File: src/design/sk2u_pkg.sv
// ----------------------------------------------------------------------------
// sk2u_pkg: shared types and constants
// Byte codes, kana range limits and the command word passed front to back.
// ----------------------------------------------------------------------------
package sk2u_pkg;

  localparam logic [7:0] BYTE_ZERO     = 8'h00;
  localparam logic [7:0] BYTE_QUESTION = 8'h3F;
  localparam logic [7:0] BYTE_UNDER    = 8'h5F;
  localparam logic [7:0] LEAD_LOW      = 8'h80;
  localparam logic [7:0] HALF_FIRST    = 8'hA0;
  localparam logic [7:0] HALF_LAST     = 8'hDF;

  localparam logic [7:0] UTF8_LEAD3    = 8'hE0;
  localparam logic [7:0] UTF8_CONT     = 8'h80;

  // hiragana and the two katakana ranges
  localparam logic [15:0] HIRA_FIRST  = 16'h829F;
  localparam logic [15:0] HIRA_LAST   = 16'h82F1;
  localparam logic [15:0] HIRA_BASE   = 16'h3041;
  localparam logic [15:0] KATA1_FIRST = 16'h8340;
  localparam logic [15:0] KATA1_LAST  = 16'h837E;
  localparam logic [15:0] KATA1_BASE  = 16'h30A1;
  localparam logic [15:0] KATA2_FIRST = 16'h8380;
  localparam logic [15:0] KATA2_LAST  = 16'h8396;
  localparam logic [15:0] KATA2_BASE  = 16'h30E0;

  // code to code point offsets, modulo 2^16
  localparam logic [15:0] HIRA_OFS  = 16'(HIRA_BASE - HIRA_FIRST);
  localparam logic [15:0] KATA1_OFS = 16'(KATA1_BASE - KATA1_FIRST);
  localparam logic [15:0] KATA2_OFS = 16'(KATA2_BASE - KATA2_FIRST);

  localparam int unsigned MAX_BYTES = 4;
  localparam int unsigned IDX_W     = 2;

  // one classified input: up to four bytes to send
  typedef struct packed {
    logic [IDX_W-1:0]               last_idx;  // index of final byte
    logic                           term;      // final byte is the terminator
    logic [MAX_BYTES-1:0][7:0]      bytes;
  } cmd_t;

endpackage

File: src/design/sjis_kana_to_utf8_stream.sv
// an accepted word reaches the output via the command queue and the output register
// throughput: one input word per cycle while the command queue has room
// output runs one word per cycle while out_tready is high, 0 to 4 words per input
// sustained rate is set by the serializer, which sends each kana as three words
// reset clears lead, skip, queue and output state; no clearing pass
// ----------------------------------------------------------------------------
// sjis_kana_to_utf8_stream: Shift-JIS kana to UTF-8 byte stream converter
// Classifier front, command queue and serializer back.
// ----------------------------------------------------------------------------
module sjis_kana_to_utf8_stream #(
  parameter int unsigned QUEUE_DEPTH = 2
) (
  input  logic       clk,
  input  logic       rst_n,
  input  logic       in_tvalid,
  output logic       in_tready,
  input  logic [7:0] in_tdata,   // [7:0] data_byte
  input  logic       in_tlast,   // end_of_string
  output logic       out_tvalid,
  input  logic       out_tready,
  output logic [7:0] out_tdata,  // [7:0] out_byte
  output logic       out_tlast,  // last_of_run
  output logic       out_tuser   // [0] end_of_text
);

  logic           q_full;
  logic           q_empty;
  logic           push;
  logic           pop;
  sk2u_pkg::cmd_t push_cmd;
  sk2u_pkg::cmd_t head;

  sk2u_front u_front (
    .clk      (clk),
    .rst_n    (rst_n),
    .in_valid (in_tvalid),
    .in_byte  (in_tdata),
    .in_eos   (in_tlast),
    .q_full   (q_full),
    .in_ready (in_tready),
    .push     (push),
    .push_cmd (push_cmd)
  );

  sk2u_queue #(
    .DEPTH (QUEUE_DEPTH)
  ) u_queue (
    .clk      (clk),
    .rst_n    (rst_n),
    .push     (push),
    .push_cmd (push_cmd),
    .pop      (pop),
    .full     (q_full),
    .empty    (q_empty),
    .head     (head)
  );

  sk2u_back u_back (
    .clk        (clk),
    .rst_n      (rst_n),
    .head_valid (!q_empty),
    .head       (head),
    .pop        (pop),
    .out_tvalid (out_tvalid),
    .out_tready (out_tready),
    .out_tdata  (out_tdata),
    .out_tlast  (out_tlast),
    .out_tuser  (out_tuser)
  );

endmodule

File: src/design/sk2u_front.sv
// ----------------------------------------------------------------------------
// sk2u_front: input classifier
// Takes one Shift-JIS byte per accepted word, tracks lead and skip state and,
// when the byte gives output, produces a command listing the UTF-8 bytes to send.
// ----------------------------------------------------------------------------
module sk2u_front (
  input  logic          clk,
  input  logic          rst_n,
  input  logic          in_valid,
  input  logic [7:0]    in_byte,
  input  logic          in_eos,
  input  logic          q_full,
  output logic          in_ready,
  output logic          push,
  output sk2u_pkg::cmd_t push_cmd
);

  logic       lead_pending_r, lead_pending_nxt;
  logic [7:0] lead_value_r,   lead_value_nxt;
  logic       skipping_r,     skipping_nxt;
  logic       accept;
  logic       has_out;

  assign in_ready = !q_full;
  assign accept   = in_valid && in_ready;
  assign push     = accept && has_out;

  always_comb begin
    logic [15:0]               code;
    logic [15:0]               uni;
    logic                      hit;
    logic [sk2u_pkg::IDX_W-1:0] n;
    logic [sk2u_pkg::MAX_BYTES-1:0][7:0] b;
    code = {lead_value_r, in_byte};
    hit  = 1'b1;
    priority if (code >= sk2u_pkg::HIRA_FIRST && code <= sk2u_pkg::HIRA_LAST) begin
      uni = code + sk2u_pkg::HIRA_OFS;
    end else if (code >= sk2u_pkg::KATA1_FIRST && code <= sk2u_pkg::KATA1_LAST) begin
      uni = code + sk2u_pkg::KATA1_OFS;
    end else if (code >= sk2u_pkg::KATA2_FIRST && code <= sk2u_pkg::KATA2_LAST) begin
      uni = code + sk2u_pkg::KATA2_OFS;
    end else begin
      uni = 16'h0000;
      hit = 1'b0;
    end

    lead_pending_nxt = lead_pending_r;
    lead_value_nxt   = lead_value_r;
    skipping_nxt     = skipping_r;
    has_out          = 1'b1;
    b                = '0;
    n                = '0;

    if (skipping_r) begin
      has_out = 1'b0;
      if (in_eos) skipping_nxt = 1'b0;
    end else if (in_byte == sk2u_pkg::BYTE_ZERO) begin
      lead_pending_nxt = 1'b0;
      skipping_nxt     = !in_eos;
      if (lead_pending_r) begin
        b[0] = sk2u_pkg::BYTE_QUESTION;
        b[1] = sk2u_pkg::BYTE_ZERO;
        n    = 2'd1;
      end else begin
        b[0] = sk2u_pkg::BYTE_ZERO;
        n    = 2'd0;
      end
    end else begin
      if (lead_pending_r) begin
        lead_pending_nxt = 1'b0;
        if (hit) begin
          b[0] = sk2u_pkg::UTF8_LEAD3 | {4'h0, uni[15:12]};
          b[1] = sk2u_pkg::UTF8_CONT | {2'b00, uni[11:6]};
          b[2] = sk2u_pkg::UTF8_CONT | {2'b00, uni[5:0]};
          n    = 2'd2;
        end else begin
          b[0] = sk2u_pkg::BYTE_QUESTION;
          n    = 2'd0;
        end
      end else if (in_byte < sk2u_pkg::LEAD_LOW) begin
        b[0] = in_byte;
      end else if (in_byte >= sk2u_pkg::HALF_FIRST && in_byte <= sk2u_pkg::HALF_LAST) begin
        b[0] = sk2u_pkg::BYTE_UNDER;
      end else if (in_eos) begin
        b[0] = sk2u_pkg::BYTE_QUESTION;
      end else begin
        has_out          = 1'b0;
        lead_pending_nxt = 1'b1;
        lead_value_nxt   = in_byte;
      end
      // end of string appends the terminator
      if (in_eos) begin
        lead_pending_nxt = 1'b0;
        n                = n + 2'd1;
        b[n]             = sk2u_pkg::BYTE_ZERO;
      end
    end

    push_cmd.bytes    = b;
    push_cmd.last_idx = n;
    push_cmd.term     = (b[n] == sk2u_pkg::BYTE_ZERO) &&
                        (in_eos || in_byte == sk2u_pkg::BYTE_ZERO);
  end

  always_ff @(posedge clk) begin
    if (!rst_n) begin
      lead_pending_r <= 1'b0;
      lead_value_r   <= 8'h00;
      skipping_r     <= 1'b0;
    end else if (accept) begin
      lead_pending_r <= lead_pending_nxt;
      lead_value_r   <= lead_value_nxt;
      skipping_r     <= skipping_nxt;
    end
  end

endmodule

File: src/design/sk2u_queue.sv
// ----------------------------------------------------------------------------
// sk2u_queue: command queue
// Small first-in first-out store between classifier and serializer.
// ----------------------------------------------------------------------------
module sk2u_queue #(
  parameter int unsigned DEPTH = 2
) (
  input  logic           clk,
  input  logic           rst_n,
  input  logic           push,
  input  sk2u_pkg::cmd_t push_cmd,
  input  logic           pop,
  output logic           full,
  output logic           empty,
  output sk2u_pkg::cmd_t head
);

  localparam int unsigned PTR_W = (DEPTH > 1) ? $clog2(DEPTH) : 1;
  localparam int unsigned CNT_W = $clog2(DEPTH + 1);

  sk2u_pkg::cmd_t   entry_r [DEPTH];
  logic [PTR_W-1:0] wr_ptr_r, wr_ptr_nxt;
  logic [PTR_W-1:0] rd_ptr_r, rd_ptr_nxt;
  logic [CNT_W-1:0] count_r,  count_nxt;

  assign full  = (count_r == CNT_W'(DEPTH));
  assign empty = (count_r == '0);
  assign head  = entry_r[rd_ptr_r];

  always_comb begin
    wr_ptr_nxt = wr_ptr_r;
    rd_ptr_nxt = rd_ptr_r;
    count_nxt  = count_r;
    if (push) begin
      wr_ptr_nxt = (wr_ptr_r == PTR_W'(DEPTH - 1)) ? '0 : wr_ptr_r + 1'b1;
    end
    if (pop) begin
      rd_ptr_nxt = (rd_ptr_r == PTR_W'(DEPTH - 1)) ? '0 : rd_ptr_r + 1'b1;
    end
    if (push && !pop) count_nxt = count_r + 1'b1;
    else if (pop && !push) count_nxt = count_r - 1'b1;
  end

  always_ff @(posedge clk) begin
    if (!rst_n) begin
      wr_ptr_r <= '0;
      rd_ptr_r <= '0;
      count_r  <= '0;
    end else begin
      wr_ptr_r <= wr_ptr_nxt;
      rd_ptr_r <= rd_ptr_nxt;
      count_r  <= count_nxt;
    end
  end

  always_ff @(posedge clk) begin
    if (push) entry_r[wr_ptr_r] <= push_cmd;
  end

  a_no_push_full: assert property (@(posedge clk) disable iff (!rst_n)
    full |-> !push) else $error("push into full queue");
  a_no_pop_empty: assert property (@(posedge clk) disable iff (!rst_n)
    empty |-> !pop) else $error("pop from empty queue");
  a_count_bound: assert property (@(posedge clk) disable iff (!rst_n)
    count_r <= CNT_W'(DEPTH)) else $error("queue count overflow");

endmodule

File: src/design/sk2u_back.sv
// ----------------------------------------------------------------------------
// sk2u_back: byte serializer
// Walks the head command one byte per cycle into the output register while the output register is free or being taken.
// ----------------------------------------------------------------------------
module sk2u_back (
  input  logic           clk,
  input  logic           rst_n,
  input  logic           head_valid,
  input  sk2u_pkg::cmd_t head,
  output logic           pop,
  output logic           out_tvalid,
  input  logic           out_tready,
  output logic [7:0]     out_tdata,
  output logic           out_tlast,
  output logic           out_tuser
);

  logic [sk2u_pkg::IDX_W-1:0] idx_r, idx_nxt;
  logic                       valid_r, valid_nxt;
  logic [7:0]                 byte_r;
  logic                       last_r;
  logic                       eot_r;
  logic                       load;
  logic                       at_end;

  assign load   = head_valid && (!valid_r || out_tready);
  assign at_end = (idx_r == head.last_idx);
  assign pop    = load && at_end;

  always_comb begin
    idx_nxt   = idx_r;
    valid_nxt = valid_r;
    if (load) begin
      valid_nxt = 1'b1;
      idx_nxt   = at_end ? '0 : idx_r + 1'b1;
    end else if (out_tready) begin
      valid_nxt = 1'b0;
    end
  end

  always_ff @(posedge clk) begin
    if (!rst_n) begin
      idx_r   <= '0;
      valid_r <= 1'b0;
    end else begin
      idx_r   <= idx_nxt;
      valid_r <= valid_nxt;
    end
  end

  always_ff @(posedge clk) begin
    if (load) begin
      byte_r <= head.bytes[idx_r];
      last_r <= at_end;
      eot_r  <= at_end && head.term;
    end
  end

  assign out_tvalid = valid_r;
  assign out_tdata  = byte_r;
  assign out_tlast  = last_r;
  assign out_tuser  = eot_r;

  a_eot_is_last: assert property (@(posedge clk) disable iff (!rst_n)
    valid_r && eot_r |-> last_r) else $error("terminator not last of run");
  a_idx_idle: assert property (@(posedge clk) disable iff (!rst_n)
    !head_valid |-> idx_r == '0) else $error("byte index left over");
  a_idx_in_cmd: assert property (@(posedge clk) disable iff (!rst_n)
    head_valid |-> idx_r <= head.last_idx) else $error("byte index past command");

endmodule

File: config.mk
export PLATFORM = sky130hd
export DESIGN_NAME = sjis_kana_to_utf8_stream
export DESIGN_NICKNAME = d
export VERILOG_FILES = /design/src/design/sk2u_pkg.sv /design/src/design/sjis_kana_to_utf8_stream.sv /design/src/design/sk2u_front.sv /design/src/design/sk2u_queue.sv /design/src/design/sk2u_back.sv
export SDC_FILE = /design/constraint.sdc
export NUM_CORES = 1
export LEC_CHECK = 0
export BUFFER_PORTS_ARGS = -buffer_cell sky130_fd_sc_hd__buf_2
export CORE_MARGIN = 2
export CORE_UTILIZATION = 42
export DETAILED_ROUTE_END_ITERATION = 8
export GPL_TIMING_DRIVEN = 0
export PLACE_DENSITY = 0.65
export SLEW_MARGIN = 20
export SYNTH_ARGS = -nofsm -noshare
export SYNTH_HDL_FRONTEND = slang
export SYNTH_SLANG_ARGS = --single-unit
File: constraint.sdc
create_clock -name clk -period 15.65 [get_ports clk]
set_clock_uncertainty 0.2 [all_clocks]
set_input_delay 4.695 -clock clk [delete_from_list [all_inputs] [get_ports clk]]
set_output_delay 4.695 -clock clk [all_outputs]
set_load 0.02 [all_outputs]
==> reports/qor.txt <==
# rows: 34
hold buffer count at CTS: 0
CTS tree: yes
Max Fclk: 135 MHz
Worst path slowest cell: and2_2
yosys warns: 0
Clk Latency, worst-skew pair: 340 ps
Worst-Margin Slew: 694 ps
leakage power figure: 1.57 nW
Layout Nets: 363
hold path depth: 2
Hold Path Sink: u_front.lead_value_r[7]
DR vias: 2,405
Num Clock Sinks: 74
sequential area share after synthesis: 55.6%
Final setup violation count: 0
post-cts sizing count: 0
GRT Total Usage: 16.0%
Worst-path clk slew: 70 ps
Num CTS Buffers: 9
commonest non-fill, non-tap cell in the layout: edfxtp_1
largest net degree at the start of global routing: 24
die area: 0.00950 mm2
fill count: 791
WP buf/inv: 2
Final Max Slew Viols: 0
WL final: 7.14 mm
Vias/cell: 5.31
Tcrit/Tclk final: 47.2%
GPL Wtd Cong: 0.848
Starting Density: 42.7%
area delta synth->final: 13.8%
setup bufs post-CTS: 0
initial antenna violation count: 0
CP arrival: 7160 ps
Max-slew headroom: 53.7%
Syn Area/Cell: 12.4 um2
CP required: 15,430 ps
drt drc: 0
Cells after DPL: 437
run status: completed
Post-synth EDFFs: 56
DRT Pass-1 Iters: 6
Reg2Reg Depth: 8
Yosys top cell by area: edfxtp_1
ANT nets after route: 0
RSZ-0062 raised after global routing: no
Multi-input gate area: 0.00151 mm2
DP Worst Slack: 7590 ps
largest delay contributor family on the critical path: simple AND/OR/NAND/NOR gates
startpoint types: primary input
WHS: 276 ps
Yosys reg bits: 74
setup_tns: 0 ps
post-synthesis instance area: 0.00367 mm2
final instance area: 0.00418 mm2
Async S/R FF share, synth: 0%
Netlist cell types: 59
Clock Path Buffers: 2
# diodes: 0
share of the synthesized area in the top cell type: 45.8%
commonest non-fill, non-tap cells in the layout: edfxtp_1, buf_2, inv_1
I/O Buffers: 23
FF/Latch Area: 0.00204 mm2
average routed wire per standard cell: 15.8 um
HP Start: u_front.lead_value_r[7]
CTS H-tree lvls: 3
critical path type: in -> reg
HP Class: reg -> reg
crit path max fanout: 23
Critical Path, Cell by Cell: buf_2 -> inv_1 -> ha_1 -> or3b_2 -> nor4_4 -> nor3b_2 -> nor3_1 -> and2_2
clk root buf: clkbuf_8
min Tclk post-route: 7380 ps
Crit. path cell count: 8
Final Util: 48.6%
Die H: 97.5 um
first-pass GRT wire length: 12.0 mm
placed cell areas: 0.00397 mm2
IO Pins: 25
CP Capture Type: flop
area of the core: 0.00859 mm2
PnR Total Power: 577 uW
Final Non-Filler Cells: 453
pwr dens: 138 mW/mm2
layout cells sized above 1: 22.6%
slowest stage delay, CP: 580 ps
violation count after the first detailed-routing iteration: 221
Max IR drop VDD: 0.0523 mV
r2r endpoint: u_queue.count_r[1]
Max Cap Viol: 0
smallest setup slack after layout: 8270 ps
DPL Wire Length: 5.09 mm
number of global-route vias before repair: 2,366
post-synthesis cell count: 297
Worst R2R Setup Slack: 13,030 ps
ys flop type: edfxtp_1
total global routing overflow: 0
Final Hold Violating Endpoints: 0
die width: 97.5 um
ranking of synthesized cells by area: edfxtp_1, dfxtp_1, mux2i_1
## cells in the mapped netlist (all sizes together), types with 2 or more instances
library cell and count:
a211oi 2, a21boi 4, a21o 2, a21oi 10, a31oi 3, and2 6
and3 3, buf 8, clkbuf 5, dfxtp 18, edfxtp 56, ha 10
inv 20, mux2i 19, mux4 6, nand2 12, nand2b 3, nand3 5
nand4 2, nor2 20, nor2b 13, nor3 5, nor3b 2, nor4 3
o211ai 2, o21a 6, o21ai 9, o22ai 8, o31ai 2, or2 2
or3 3, or4 3, xnor2 12
## worst max path at each step
stage	to	from	slack, ps
3_3_place_gp	u_queue.entry_r[0][3]	in_tdata[1]	5180
6_report	u_queue.entry_r[1][4]	in_tdata[1]	8270
4_1_cts	u_queue.entry_r[1][18]	in_tdata[1]	7950
3_5_place_dp	u_queue.entry_r[1][11]	in_tdata[1]	7590
5_1_grt	u_queue.entry_r[1][18]	in_tdata[1]	8120
2_1_floorplan	u_queue.entry_r[0][0]	in_tdata[1]	6860
## state kept, by name, indices dropped and copies added (netlist names), named ones only
name,flops
u_queue.wr_ptr_r,1
u_queue.count_r,2
u_back.out_tlast,1
u_back.out_tvalid,1
u_back.out_tuser,1
u_front.skipping_r,1
u_front.lead_value_r,8
u_front.lead_pending_r,1
u_back.out_tdata,8
u_back.idx_r,2
u_queue.entry_r,46
u_queue.rd_ptr_r,1
## cells by family after synthesis
family / synth area share (%)
AOI/OAI and AO/OA: 10.7
DFF: 55.6
xor gates and xnor gates: 3.10
and+or+nand+nor: 14.1
adders and majority gates: 3.41
other: 0.102
buffers and inverters: 4.12
muxes: 8.86
## where the power goes
group	switching, mW	internal, mW	total (mW)
combinational	0.0962	0.0656	0.162
clock	0.0732	0.0746	0.148
sequential	0.0119	0.256	0.268
## routing by layer
| layer | wire length, um | part of all wire [%] | vias to the layer above | GRT usage, % |
|---|---|---|---|---|
| met5 | 0 | 0 | - | 0 |
| met4 | 89 | 1.2 | 0 | 5.45 |
| met3 | 248 | 3.5 | 7 | 3.60 |
| met2 | 3400 | 48 | 50 | 24.8 |
| met1 | 3400 | 48 | 1180 | 22.4 |
| li1 | - | - | 1168 | - |
## area by class of cell
| type | instances | area share (%) |
|---|---|---|
| Sequential cell | 74 | 48.9 |
| Inverter | 20 | 1.80 |
| Timing Repair Buffer | 27 | 3.36 |
| Buffer | 13 | 1.83 |
| Clock buffer | 9 | 2.97 |
| Tap cell | 108 | 3.24 |
| Clock inverter | 7 | 1.86 |
| Multi-Input combinational cell | 195 | 36.1 |
## worst reg2reg max path: cells and delay by family (launching register included)
family | cells | cell delay (ps)
buffers and inverters | 1 | 270
muxes | 1 | 300
adders and majority gates | 1 | 370
DFF | 1 | 310
xor gates and xnor gates | 1 | 120
and+or+nand+nor | 3 | 820
AOI/OAI and AO/OA | 1 | 170
Note: power is estimated with default switching activity, not from simulation.
